`src/hw/rtl/terr_sched_pkg.sv`:
```
// ----------------------------------------------------------------------------
// terr_sched_pkg
// Shared types and codes for the timed event and round-robin scheduler.
// ----------------------------------------------------------------------------
package terr_sched_pkg;

  localparam logic [2:0] REQ_SERVICE   = 3'd0;
  localparam logic [2:0] REQ_EV_CREATE = 3'd1;
  localparam logic [2:0] REQ_EV_REMOVE = 3'd2;
  localparam logic [2:0] REQ_TK_CREATE = 3'd3;
  localparam logic [2:0] REQ_TK_REMOVE = 3'd4;

  localparam logic [1:0] ST_OK       = 2'd0;
  localparam logic [1:0] ST_FULL     = 2'd1;
  localparam logic [1:0] ST_NULL_TAG = 2'd2;
  localparam logic [1:0] ST_NO_ID    = 2'd3;

  localparam logic [1:0] GK_NONE  = 2'd0;
  localparam logic [1:0] GK_EVENT = 2'd1;
  localparam logic [1:0] GK_TASK  = 2'd2;

  typedef struct packed {
    logic [2:0]  req_type;
    logic [15:0] timer_value;
    logic [31:0] interval_ticks;
    logic [1:0]  priority_req;
    logic [15:0] task_tag;
    logic [2:0]  slot_id;
  } req_t;

  typedef struct packed {
    logic [1:0]  status;
    logic [1:0]  grant_kind;
    logic [15:0] granted_tag;
    logic [2:0]  result_slot;
  } rsp_t;

endpackage

```
`src/hw/rtl/timed_event_and_round_robin_scheduler_unit.sv`:
```
// ----------------------------------------------------------------------------
// timed_event_and_round_robin_scheduler_unit
// Priority-ordered periodic event table plus a round-robin task list.
// ----------------------------------------------------------------------------
// Channel | Direction | Handshake             | Payload
// req     | in        | req_valid_i/req_stall_o | terr_sched_pkg::req_t
// rsp     | out       | rsp_valid_o/rsp_stall_i | terr_sched_pkg::rsp_t
//
// One transaction at a time. After accept, a single walker over the tables
// steps through the entries (service, search, shift), up to the slot count.
// Reset clears counts, pointer and timer, and sets the identifier tables to
// their slot numbers; entry payloads are written before use. The request side
// stalls while a transaction is in work or while a response waits; the
// response holds under rsp_stall_i.
// ----------------------------------------------------------------------------
module timed_event_and_round_robin_scheduler_unit #(
  parameter int EVENT_SLOTS = 8,
  parameter int TASK_SLOTS  = 8
) (
  input  logic                 clk_i,
  input  logic                 rst_ni,
  input  logic                 req_valid_i,
  output logic                 req_stall_o,
  input  terr_sched_pkg::req_t req_i,
  output logic                 rsp_valid_o,
  input  logic                 rsp_stall_i,
  output terr_sched_pkg::rsp_t rsp_o
);

  localparam int EW = (EVENT_SLOTS > 1) ? $clog2(EVENT_SLOTS) : 1;
  localparam int TW = (TASK_SLOTS > 1) ? $clog2(TASK_SLOTS) : 1;
  localparam int EC = $clog2(EVENT_SLOTS + 1);
  localparam int TC = $clog2(TASK_SLOTS + 1);
  localparam int PW = (TC > 4) ? TC : 4;
  localparam int IW = (EC > TC) ? EC : TC;

  typedef enum logic [2:0] {
    S_IDLE, S_SERV, S_ROBIN, S_EINS, S_ESRCH, S_ESHIFT, S_TSRCH, S_TSHIFT
  } state_e;

  state_e state_q;
  terr_sched_pkg::req_t req_q;

  // event table
  logic [15:0] ev_tag_q  [EVENT_SLOTS];
  logic [31:0] ev_int_q  [EVENT_SLOTS];
  logic [31:0] ev_cd_q   [EVENT_SLOTS];
  logic [1:0]  ev_pri_q  [EVENT_SLOTS];
  logic [2:0]  ev_id_q   [EVENT_SLOTS];
  logic [EC-1:0] ev_cnt_q;
  // task list
  logic [15:0] tk_tag_q  [TASK_SLOTS];
  logic [2:0]  tk_id_q   [TASK_SLOTS];
  logic [TC-1:0] tk_cnt_q;
  logic [PW-1:0] robin_q;
  logic [15:0] last_timer_q;

  // walker
  logic [IW-1:0] idx_q;     // shared index for all walks
  logic [15:0]   elapsed_q;
  logic          granted_q;
  logic [2:0]    hold_id_q; // identifier carried by insert / freed on remove

  logic          rsp_valid_q;
  terr_sched_pkg::rsp_t rsp_q;

  assign req_stall_o = (state_q != S_IDLE) || rsp_valid_q;
  assign rsp_valid_o = rsp_valid_q;
  assign rsp_o       = rsp_q;

  wire accept = req_valid_i && !req_stall_o;

  // shared compare/subtract unit on the entry under the walker
  logic [EW-1:0] ei;
  logic [EW-1:0] eim1;
  logic [TW-1:0] ti;
  logic [31:0]   cd_cur;
  logic          cd_due;
  logic [31:0]   cd_sub;
  assign ei     = idx_q[EW-1:0];
  assign eim1   = EW'(idx_q - IW'(1));
  assign ti     = TW'(idx_q);
  assign cd_cur = ev_cd_q[ei];
  assign cd_due = cd_cur <= {16'd0, elapsed_q};
  assign cd_sub = cd_cur - {16'd0, elapsed_q};

  function automatic terr_sched_pkg::rsp_t mk(logic [1:0] st, logic [1:0] gk,
                                               logic [15:0] tg, logic [2:0] sl);
    terr_sched_pkg::rsp_t r;
    r.status = st; r.grant_kind = gk; r.granted_tag = tg; r.result_slot = sl;
    return r;
  endfunction

  always_ff @(posedge clk_i or negedge rst_ni) begin
    if (!rst_ni) begin
      state_q      <= S_IDLE;
      ev_cnt_q     <= '0;
      tk_cnt_q     <= '0;
      robin_q      <= '0;
      last_timer_q <= '0;
      rsp_valid_q  <= 1'b0;
      idx_q        <= '0;
      granted_q    <= 1'b0;
      for (int k = 0; k < EVENT_SLOTS; k++) ev_id_q[k] <= 3'(k);
      for (int k = 0; k < TASK_SLOTS; k++) tk_id_q[k] <= 3'(k);
    end else begin
      if (rsp_valid_q && !rsp_stall_i) rsp_valid_q <= 1'b0;
      unique case (state_q)
        S_IDLE: begin
          if (accept) begin
            req_q <= req_i;
            idx_q <= '0;
            unique case (req_i.req_type)
              terr_sched_pkg::REQ_SERVICE: begin
                elapsed_q    <= req_i.timer_value - last_timer_q;
                last_timer_q <= req_i.timer_value;
                granted_q    <= 1'b0;
                state_q      <= S_SERV;
              end
              terr_sched_pkg::REQ_EV_CREATE: begin
                if (req_i.task_tag == '0) begin
                  rsp_q <= mk(terr_sched_pkg::ST_NULL_TAG, '0, '0, '0);
                  rsp_valid_q <= 1'b1;
                end else if (ev_cnt_q >= EC'(EVENT_SLOTS)) begin
                  rsp_q <= mk(terr_sched_pkg::ST_FULL, '0, '0, '0);
                  rsp_valid_q <= 1'b1;
                end else begin
                  hold_id_q <= ev_id_q[EW'(ev_cnt_q)];
                  idx_q     <= IW'(ev_cnt_q);
                  ev_cnt_q  <= ev_cnt_q + EC'(1);
                  state_q   <= S_EINS;
                end
              end
              terr_sched_pkg::REQ_EV_REMOVE: state_q <= S_ESRCH;
              terr_sched_pkg::REQ_TK_CREATE: begin
                if (req_i.task_tag == '0) begin
                  rsp_q <= mk(terr_sched_pkg::ST_NULL_TAG, '0, '0, '0);
                end else if (tk_cnt_q >= TC'(TASK_SLOTS)) begin
                  rsp_q <= mk(terr_sched_pkg::ST_FULL, '0, '0, '0);
                end else begin
                  tk_tag_q[TW'(tk_cnt_q)] <= req_i.task_tag;
                  tk_cnt_q <= tk_cnt_q + TC'(1);
                  rsp_q <= mk(terr_sched_pkg::ST_OK, '0, req_i.task_tag,
                              tk_id_q[TW'(tk_cnt_q)]);
                end
                rsp_valid_q <= 1'b1;
              end
              terr_sched_pkg::REQ_TK_REMOVE: state_q <= S_TSRCH;
              default: begin
                rsp_q <= mk('0, '0, '0, '0);
                rsp_valid_q <= 1'b1;
              end
            endcase
          end
        end
        // one event per cycle through the countdown unit
        S_SERV: begin
          if (idx_q < IW'(ev_cnt_q)) begin
            if (cd_due) begin
              if (!granted_q) begin
                granted_q   <= 1'b1;
                ev_cd_q[ei] <= ev_int_q[ei];
                rsp_q <= mk(terr_sched_pkg::ST_OK, terr_sched_pkg::GK_EVENT,
                            ev_tag_q[ei], ev_id_q[ei]);
              end else begin
                ev_cd_q[ei] <= '0;
              end
            end else begin
              ev_cd_q[ei] <= cd_sub;
            end
            idx_q <= idx_q + IW'(1);
          end else if (granted_q) begin
            rsp_valid_q <= 1'b1;
            state_q     <= S_IDLE;
          end else begin
            state_q <= S_ROBIN;
          end
        end
        S_ROBIN: begin
          if (robin_q < PW'(tk_cnt_q)) begin
            rsp_q <= mk(terr_sched_pkg::ST_OK, terr_sched_pkg::GK_TASK,
                        tk_tag_q[TW'(robin_q)], tk_id_q[TW'(robin_q)]);
            robin_q <= robin_q + PW'(1);
          end else begin
            rsp_q   <= mk('0, '0, '0, '0);
            robin_q <= '0;
          end
          rsp_valid_q <= 1'b1;
          state_q     <= S_IDLE;
        end
        // insertion sort step: move one larger-priority entry down a place, else write the new entry
        S_EINS: begin
          if (idx_q != '0 && ev_pri_q[eim1] > req_q.priority_req) begin
            ev_tag_q[ei] <= ev_tag_q[eim1];
            ev_int_q[ei] <= ev_int_q[eim1];
            ev_cd_q[ei]  <= ev_cd_q[eim1];
            ev_pri_q[ei] <= ev_pri_q[eim1];
            ev_id_q[ei]  <= ev_id_q[eim1];
            idx_q        <= idx_q - IW'(1);
          end else begin
            ev_tag_q[ei] <= req_q.task_tag;
            ev_int_q[ei] <= req_q.interval_ticks;
            ev_cd_q[ei]  <= '0;
            ev_pri_q[ei] <= req_q.priority_req;
            ev_id_q[ei]  <= hold_id_q;
            rsp_q <= mk(terr_sched_pkg::ST_OK, '0, req_q.task_tag, hold_id_q);
            rsp_valid_q <= 1'b1;
            state_q     <= S_IDLE;
          end
        end
        S_ESRCH: begin
          if (idx_q >= IW'(ev_cnt_q)) begin
            rsp_q <= mk(terr_sched_pkg::ST_NO_ID, '0, '0, req_q.slot_id);
            rsp_valid_q <= 1'b1;
            state_q     <= S_IDLE;
          end else if (ev_id_q[ei] == req_q.slot_id) begin
            hold_id_q <= ev_id_q[ei];
            state_q   <= S_ESHIFT;
          end else begin
            idx_q <= idx_q + IW'(1);
          end
        end
        S_ESHIFT: begin
          if (idx_q + IW'(1) < IW'(ev_cnt_q)) begin
            ev_tag_q[ei] <= ev_tag_q[EW'(idx_q + IW'(1))];
            ev_int_q[ei] <= ev_int_q[EW'(idx_q + IW'(1))];
            ev_cd_q[ei]  <= ev_cd_q[EW'(idx_q + IW'(1))];
            ev_pri_q[ei] <= ev_pri_q[EW'(idx_q + IW'(1))];
            ev_id_q[ei]  <= ev_id_q[EW'(idx_q + IW'(1))];
            idx_q        <= idx_q + IW'(1);
          end else begin
            ev_id_q[ei] <= hold_id_q;
            ev_cnt_q    <= ev_cnt_q - EC'(1);
            rsp_q <= mk(terr_sched_pkg::ST_OK, '0, '0, req_q.slot_id);
            rsp_valid_q <= 1'b1;
            state_q     <= S_IDLE;
          end
        end
        S_TSRCH: begin
          if (idx_q >= IW'(tk_cnt_q) || idx_q >= IW'(TASK_SLOTS)) begin
            rsp_q <= mk(terr_sched_pkg::ST_NO_ID, '0, '0, req_q.slot_id);
            rsp_valid_q <= 1'b1;
            state_q     <= S_IDLE;
          end else if (tk_id_q[ti] == req_q.slot_id) begin
            hold_id_q <= tk_id_q[ti];
            state_q   <= S_TSHIFT;
          end else begin
            idx_q <= idx_q + IW'(1);
          end
        end
        S_TSHIFT: begin
          if (idx_q + IW'(1) < IW'(tk_cnt_q)) begin
            tk_tag_q[ti] <= tk_tag_q[TW'(idx_q + IW'(1))];
            tk_id_q[ti]  <= tk_id_q[TW'(idx_q + IW'(1))];
            idx_q        <= idx_q + IW'(1);
          end else begin
            tk_id_q[ti] <= hold_id_q;
            tk_cnt_q    <= tk_cnt_q - TC'(1);
            rsp_q <= mk(terr_sched_pkg::ST_OK, '0, '0, req_q.slot_id);
            rsp_valid_q <= 1'b1;
            state_q     <= S_IDLE;
          end
        end
        default: state_q <= S_IDLE;
      endcase
    end
  end

  // table counts never exceed their capacity
  a_ev_cnt: assert property (@(posedge clk_i) disable iff (!rst_ni)
    ev_cnt_q <= EC'(EVENT_SLOTS)) else $error("event count overflow");
  a_tk_cnt: assert property (@(posedge clk_i) disable iff (!rst_ni)
    tk_cnt_q <= TC'(TASK_SLOTS)) else $error("task count overflow");
  // a waiting response blocks new transactions
  a_busy: assert property (@(posedge clk_i) disable iff (!rst_ni)
    rsp_valid_q |-> req_stall_o) else $error("accept while response pending");
  // every accept leaves the idle state or produces a response
  a_accept: assert property (@(posedge clk_i) disable iff (!rst_ni)
    accept |=> (state_q != S_IDLE) || rsp_valid_q)
    else $error("transaction lost");

endmodule
```
`config.mk`:
```
export PLATFORM = sky130hd
export DESIGN_NAME = timed_event_and_round_robin_scheduler_unit
export DESIGN_NICKNAME = d
export VERILOG_FILES = /design/src/hw/rtl/terr_sched_pkg.sv /design/src/hw/rtl/timed_event_and_round_robin_scheduler_unit.sv
export SDC_FILE = /design/constraint.sdc
export NUM_CORES = 2
export LEC_CHECK = 0
export BUFFER_PORTS_ARGS = -buffer_cell sky130_fd_sc_hd__buf_2
export CAP_MARGIN = 30
export CORE_MARGIN = 10
export CORE_UTILIZATION = 45
export DETAILED_ROUTE_END_ITERATION = 12
export PLACE_DENSITY_LB_ADDON = 0.25
export SYNTH_ARGS = -nofsm -noshare
export SYNTH_HDL_FRONTEND = slang
export SYNTH_SLANG_ARGS = --single-unit
```
`constraint.sdc`:
```
create_clock -name clk_i -period 9.35 [get_ports clk_i]
set_clock_uncertainty 0.05 [all_clocks]
set_input_delay 0.935 -clock clk_i [delete_from_list [all_inputs] [get_ports clk_i]]
set_output_delay 0.935 -clock clk_i [all_outputs]
set_load 0.1 [all_outputs]
```
### After elaboration in Yosys (flattened, before gate mapping)

Memory sizes are Yosys's and may differ from the RTL's.
Cells that the tools add are included.

| word-level totals | value |
|---|---|
| output and inout bits | 25 |
| flip-flop bits (word level) | 180 |
| memories | 5 |
| RAM bits | 784 |
| input bits | 76 |
| word-level logic and storage cells | 331 |

| cells by class | value |
|---|---|
| reductions and logical operators | 39 |
| bitwise logic cells | 17 |
| multiplexer cells | 164 |
| equal/unequal tests | 45 |
| add/sub/neg operators | 9 |
| magnitude comparators | 18 |

Memory list:

| name | words | width | rd ports | clocked after memory_dff | write ports | RTL line | text |
|---|---|---|---|---|---|---|---|
| ev_cd_q | 8 | 32 | 3 | 0 | 1 | timed_event_and_round_robin_scheduler_unit.sv:47 | `logic [31:0] ev_cd_q [EVENT_SLOTS];` |
| ev_int_q | 8 | 32 | 3 | 0 | 1 | timed_event_and_round_robin_scheduler_unit.sv:46 | `logic [31:0] ev_int_q [EVENT_SLOTS];` |
| ev_tag_q | 8 | 16 | 3 | 0 | 1 | timed_event_and_round_robin_scheduler_unit.sv:45 | `logic [15:0] ev_tag_q [EVENT_SLOTS];` |
| tk_tag_q | 8 | 16 | 2 | 0 | 1 | timed_event_and_round_robin_scheduler_unit.sv:52 | `logic [15:0] tk_tag_q [TASK_SLOTS];` |
| ev_pri_q | 8 | 2 | 2 | 0 | 1 | timed_event_and_round_robin_scheduler_unit.sv:48 | `logic [1:0] ev_pri_q [EVENT_SLOTS];` |

Operator list:

| cell | number |
|---|---|
| 2-to-1 mux 23 bit | 12 |
| 2-to-1 mux 32 bit | 7 |
| case mux 23 bit (8 select lines) | 1 |
| bitwise mux 24 bit | 5 |
| 2-to-1 mux 3 bit | 37 |
| 2-to-1 mux 4 bit | 23 |
| binary-select mux 3 bit (select 3 bit) | 8 |
| 2-to-1 mux 24 bit | 3 |
| case mux 23 bit (3 select lines) | 1 |
| 2-to-1 mux 1 bit | 48 |
| 2-to-1 mux 16 bit | 3 |
| case mux 24 bit (2 select lines) | 1 |
| != test 2 bit (second input constant) | 23 |
| >= comparator 4 bit (second input constant) | 9 |
| less-or-equal comparator 32 x 16 -> 1 bit | 1 |
| subtractor 32 x 16 -> 32 bit | 1 |
| AND reduction 10 bit | 3 |
| case mux 4 bit (7 select lines) | 1 |
| inverter 3 -> 4 bit | 6 |
| case mux 3 bit (8 select lines) | 1 |
| 2-to-1 mux 22 bit | 1 |
| 2-to-1 mux 21 bit | 1 |
| adder 4 x 1 -> 4 bit (second input constant) | 4 |
| logical NOT 16 bit | 1 |
| other kinds (37) | 91 |

### Logic depth before layout (Yosys ltp)

An unclocked memory read counts as a cell.

| depth | value |
|---|---|
| depth after elaboration | 12 |
| depth in mapped cells | 26 |
| gate-level depth less buffers | 17 |

### Least setup slack after synthesis

Ideal clock, no wire load.

| path | value |
|---|---|
| path type | register to register |
| start point | reg idx_q[0] |
| end point | reg rsp_q (netlist bit rsp_o[0]), enable pin |
| arrival | 7046 ps |
| period minus slack after synthesis | 7557 ps |
| data required time | 8839 ps |
| setup slack | 1793 ps |
| library setup time | 461 ps |
| buffers on the path | 9 |
| cell stages (with the launch flop) | 25 |
| cell sequence | dfrtp_1 buf_6 buf_6 buf_6 buf_6 buf_4 buf_4 buf_2 buf_2 buf_2 mux2i_1 o21ai_0 a221oi_1 ha_1 inv_1 fa_1 a21o_1 a221oi_1 a21oi_1 a21o_1 a2111oi_4 nand2_1 inv_1 a21oi_1 nor4_1 |

| between the ends | value |
|---|---|
| cells in the longest elaborated chain, start to end | 6 |
| elaborated cells between the ends (all ways) | 23 |
| those cells by class | add/sub: 2; order compare: 8; eq/ne: 7; reduce/logical: 4; memory: 2 |

Ends and longest elaborated chain:

| element | RTL line | text |
|---|---|---|
| start, declared | timed_event_and_round_robin_scheduler_unit.sv:59 | `logic [IW-1:0] idx_q;` |
| start signal, assigned | timed_event_and_round_robin_scheduler_unit.sv:129 | `idx_q <= IW'(ev_cnt_q);` |
| start signal, assigned | timed_event_and_round_robin_scheduler_unit.sv:171 | `idx_q <= idx_q + IW'(1);` |
| start signal, assigned | timed_event_and_round_robin_scheduler_unit.sv:199 | `idx_q <= idx_q - IW'(1);` |
| parallel branches: the longest is 5 deep, another holds memory (8 x 32 bit) | - |  |
| AND reduction 12 bit (no source line) * | - |  |
| end signal, assigned | timed_event_and_round_robin_scheduler_unit.sv:185 | `rsp_q <= mk('0, '0, '0, '0);` |
| end signal, assigned | timed_event_and_round_robin_scheduler_unit.sv:206 | `rsp_q <= mk(terr_sched_pkg::ST_OK, '0, req_q.task_tag, hold_id_q);` |
| end signal, assigned | timed_event_and_round_robin_scheduler_unit.sv:213 | `rsp_q <= mk(terr_sched_pkg::ST_NO_ID, '0, '0, req_q.slot_id);` |
| end, declared | timed_event_and_round_robin_scheduler_unit.sv:65 | `terr_sched_pkg::rsp_t rsp_q;` |

Every way passes the cells marked *.
A chain may end at the register's enable or synchronous reset.

### Worst setup path after layout

| path | value |
|---|---|
| start point | reg idx_q[0] |
| end point | mem ev_cd_q[5][10] (data pin) |

| between the ends | value |
|---|---|
| cells in the longest elaborated chain, start to end | 12 |
| elaborated cells between the ends (all ways) | 39 |
| those cells by class | add/sub: 3; order compare: 4; mux: 22; reduce/logical: 7; memory: 3 |

Ends and longest elaborated chain:

| element | RTL line | text |
|---|---|---|
| memory (8 x 32 bit) | - |  |
| less-or-equal comparator 32 x 16 -> 1 bit | timed_event_and_round_robin_scheduler_unit.sv:84 | `assign cd_due = cd_cur <= {16'd0, elapsed_q};` |
| 2-to-1 mux 1 bit | timed_event_and_round_robin_scheduler_unit.sv:159 | `if (cd_due) begin` |
| 2-to-1 mux 1 bit | timed_event_and_round_robin_scheduler_unit.sv:158 | `if (idx_q < IW'(ev_cnt_q)) begin` |
| 2-to-1 mux 1 bit | timed_event_and_round_robin_scheduler_unit.sv:108 | `unique case (state_q)` |
| logical AND 1 bit (implied by the code) | timed_event_and_round_robin_scheduler_unit.sv:166 | `ev_cd_q[ei] <= '0;` |
| 2-to-1 mux 1 bit (implied by the code) | timed_event_and_round_robin_scheduler_unit.sv:166 |  |
| 2-to-1 mux 32 bit (no source line) (4 in a row) | - |  |
| 2-to-1 mux 32 bit (no source line) * | - |  |
| end, declared | timed_event_and_round_robin_scheduler_unit.sv:47 |  |

Mark *: on every way between the ends. The rest lies on a longest branch, timed or not.

==> impl_results.rst <==
.. list-table::
   :header-rows: 1

   * - Metric
     - Value
   * - Number of enable flip-flop cells after synthesis
     - 879
   * - Simple-Gate Fraction of Synth Area
     - 4.716%
   * - FMAX
     - 143.9 MHz
   * - Maximum fanout along the worst path
     - 112
   * - Total core area
     - 0.1122 sq mm
   * - Outcome
     - finished, final reports clean
   * - Initial Util
     - 45.22%
   * - Number of DRC violations after detailed-routing iteration 0
     - between 3000 and 4000
   * - Cell with the largest stage delay on the worst path
     - dfrtp_4
   * - Largest net degree at the start of global routing
     - 113
   * - Most instantiated cells after synthesis
     - 879 x edfxtp_1, 357 x mux2i_1, 337 x mux4_2, 198 x nand2_1, 158 x nor2_1
   * - Mapped cell area
     - 0.05073 sq mm
   * - Biggest area consumer among synthesized cells
     - edfxtp_1
   * - Final count of hold timing violations
     - 0
   * - Clock latency reported for the late side of the worst-skew pair
     - 710 ps
   * - Count of filler cells inserted in the layout
     - 9248
   * - Series of cell instances along the critical path
     - buf_12 > nor2_1 > buf_4 > a22o_1 > a221oi_1 > ha_1 > inv_1 > fa_1 > a21o_1 > a221oi_1 > a21oi_1 > a21o_1 > a2111oi_4 > a21oi_4 > buf_4 > a211oi_1 > a21oi_1 > o21ai_0
   * - Area used by sequential logic in the layout
     - 0.02857 sq mm
   * - Syn Inst Count
     - 3438
   * - Number of rows created at floorplan
     - 123
   * - WP data required
     - 9670 ps
   * - Worst slack at placement
     - 2638 ps
   * - Startpoint types
     - register
   * - Combined area of the multi-input logic cells
     - roughly 0.021 sq mm
   * - Post-CTS setup-driven buffer insertion count
     - 0
   * - Final period util
     - between 70 and 80%
   * - Hpwl dp
     - 93960 um
   * - Number of top-level pins
     - a little over 100
   * - Transition time of the tightest slew-check pin
     - 1114 ps
   * - Most repeated cell in the gate-level netlist after synthesis
     - edfxtp_1
   * - Count of buffer and inverter cells on the critical path
     - 4
   * - Count of endpoints failing setup in the final report
     - 0
   * - Worst slew margin relative to its limit
     - between 20% and 30%
   * - Delay of the slowest cell on the worst path
     - between 800 and 900 ps
   * - Residual antenna-violating net count after detailed routing
     - 0
   * - Arrival time at the worst endpoint
     - roughly 7300 ps
   * - Layout area overhead
     - 11.48%
   * - Kind of end point of the critical path
     - register
   * - Area contributors post-synth
     - edfxtp_1 52%, mux4_2 15%, mux2i_1 7.0%
   * - Total Routing Usage GR
     - 23.29%
   * - Clock period minus final worst setup slack
     - around 7000 ps
   * - # nets final
     - 3642
   * - First-pass DRT Iterations
     - 6
   * - Clock tree from TritonCTS
     - yes
   * - Count of input and output buffers
     - 100
   * - Placer's final routability congestion estimate
     - 0.9075
   * - Final max-slew violation count
     - 0
   * - Hold buffer count at CTS
     - 0
   * - Clock Tree Buf Depth
     - 3
   * - Adder-Cell Fraction of Synth Area
     - 1.613%
   * - IR Drop Worst-Case VDD
     - about 0.27 mV
   * - Post-synthesis compound-gate area fraction
     - 10.37%
   * - Number of remaining DRC errors
     - 0
   * - Dominant combinational cell family by area after synthesis
     - multiplexers
   * - Number of vias after detailed routing
     - about 34000
   * - Clock-pin slew reported for the worst setup and hold paths after clock tree synthesis
     - 60 ps
   * - Proportion of layout cells with a drive suffix above 1
     - a little under a quarter
   * - Design Power
     - 22.53 mW
   * - Part of the Yosys area used for sequential elements
     - approximately 56%
   * - Final core utilization
     - 50.41%
   * - Leftover overflow at the end of global routing
     - 0
   * - Type of the worst setup path
     - reg -> reg
   * - Wire length per cell
     - 29.52 um
   * - Share of async-settable or async-resettable flops after synthesis
     - 8.817%
   * - Synthesized-area fraction occupied by xor and xnor cells
     - around 1.0%
   * - Clock sinks
     - between 900 and 1000
   * - Mapped Nets
     - 3577
   * - Max Cap Violations
     - 0
   * - Via-per-instance ratio
     - around 6.6
   * - CTS HTree Levels
     - 3
   * - Post-Route WL
     - 150200 um
   * - Number of distinct standard cells referenced by the synthesized netlist
     - 83
   * - Post-CTS sizing
     - 0
   * - Path category of the worst min-delay check
     - in -> async
   * - Number of CTS-inserted buffers
     - 106
   * - Width of the chip
     - 355.8 um
   * - Global-route wire length before repair
     - 222400 um
   * - Clock tree root driver cell
     - clkbuf_16
   * - Lkg Pwr
     - 18.85 nW
   * - Initial antenna violation count
     - 1
   * - Top-area cell type share of the netlist area
     - a little over half
   * - Setup repair after global routing missed its margin
     - false
   * - Die H
     - 355.8 um
   * - Cell family with the largest share of critical-path delay
     - compound AO/OA/AOI/OAI gates
   * - Number of global-route vias before repair
     - 33600
   * - Synth warn
     - 0
   * - Number of diodes
     - 0
   * - Setup WS post-layout
     - 2399 ps
   * - Die area
     - roughly 0.13 sq mm
   * - Average cell area after synthesis
     - 14.75 sq um
   * - Post-synthesis mux area share
     - 23.38%
   * - Power per Cell Area
     - 398.5 mW/mm^2
   * - Setup total negative slack
     - 0 ps
   * - Number of register bits inferred by synthesis
     - 964
   * - Predominant post-synthesis flop cell
     - edfxtp_1
cell type report:
cell class | instances | area share [%]
multi-input combinational | 2166 | 37.30
timing repair buffer | 201 | 2.460
tap | 1500 | 3.319
sequential | 964 | 50.51
clock inverter | 58 | 1.004
inverter | 64 | 0.4514
clock buffer | 135 | 4.954
worst paths after layout:
| check | startpoint | to | slack (ps) | depth (start not counted) |
|---|---|---|---|---|
| setup / recovery | idx_q[0] | ev_cd_q[5][10] | 2400 | 18 |
| hold / removal | rst_ni | rsp_valid_o | 150 | 1 |
| setup reg to reg | idx_q[0] | ev_cd_q[5][10] | 2400 | 18 |
| hold reg to reg | last_timer_q[0] | last_timer_q[0] | 440 | 2 |
| max in group asynchronous | rst_ni | idx_q[0] | 7800 | 2 |
| min in group clk_i | req_i[46] | req_q[46] | 340 | 1 |
worst reg2reg max path: stages, from the launching register on:
cell,delay (ps)
dfrtp_4,850
buf_12,660
nor2_1,150
buf_4,220
a22o_1,190
a221oi_1,590
ha_1,300
inv_1,70
fa_1,420
a21o_1,190
a221oi_1,360
a21oi_1,230
a21o_1,300
a2111oi_4,420
a21oi_4,210
buf_4,360
a211oi_1,340
a21oi_1,60
o21ai_0,640
cells in the final DEF (no fill, tap or decap), drive strengths merged, types with 65 or more instances in the layout:
cell | Yosys | routed
buf | 108 | 201
a21oi | 104 | 104
mux2i | 357 | 357
o21ai | 173 | 173
mux4 | 337 | 337
inv | 62 | 67
nor2 | 158 | 158
a22oi | 65 | 65
o22ai | 104 | 104
clkbuf | 136 | 135
edfxtp | 879 | 879
nand2 | 198 | 198
per-layer routing:
metal  global-route usage (%)  wire, um  part of all wire, %
met4                    8.245      5465                  3.6
met2                    37.60     71340                   47
met3                    3.762     12780                  8.5
met1                    31.82     60600                   40
met5                        0         7               0.0047
power breakdown:
part / internal, mW / total (mW) / leakage (nW) / switching [mW]
Combinational: 4.50 / 11.5 / 8.28 / 6.98
Clock: 2.32 / 4.07 / 1.63 / 1.75
Sequential: 6.53 / 6.98 / 8.94 / 0.449
Total: 13.3 / 22.5 / 18.8 / 9.19
sequential cells by signal, indices dropped and copies added (netlist names), 4 cells and up:
register	cells
last_timer_q	16
ev_cd_q	256
elapsed_q	16
req_q	53
robin_q	4
rsp_o	23
ev_cnt_q	4
ev_int_q	256
tk_tag_q	128
ev_tag_q	128
ev_id_q	24
tk_id_q	24
tk_cnt_q	4
idx_q	4
ev_pri_q	16
per-stage QoR:
step,std cells,cell area [sq um],hold slack [ps]
2_1_floorplan,3438,50730,403.8
4_1_cts,5085,56500,111.5
3_5_place_dp,4892,53130,424.3
5_1_grt,5088,56550,146.9
3_3_place_gp,4890,53080,417.5
6_report,5088,56550,147.4
logic make-up after synthesis:
logic type | Yosys count
flip-flops | 964
AO/OA/AOI/OAI | 765
multiplexers | 756
AND/OR/NAND/NOR | 524
buffers and inverters | 308
adder cells (fa/ha/maj) | 63
XOR/XNOR | 58
(Power assumes the default switching activity.)
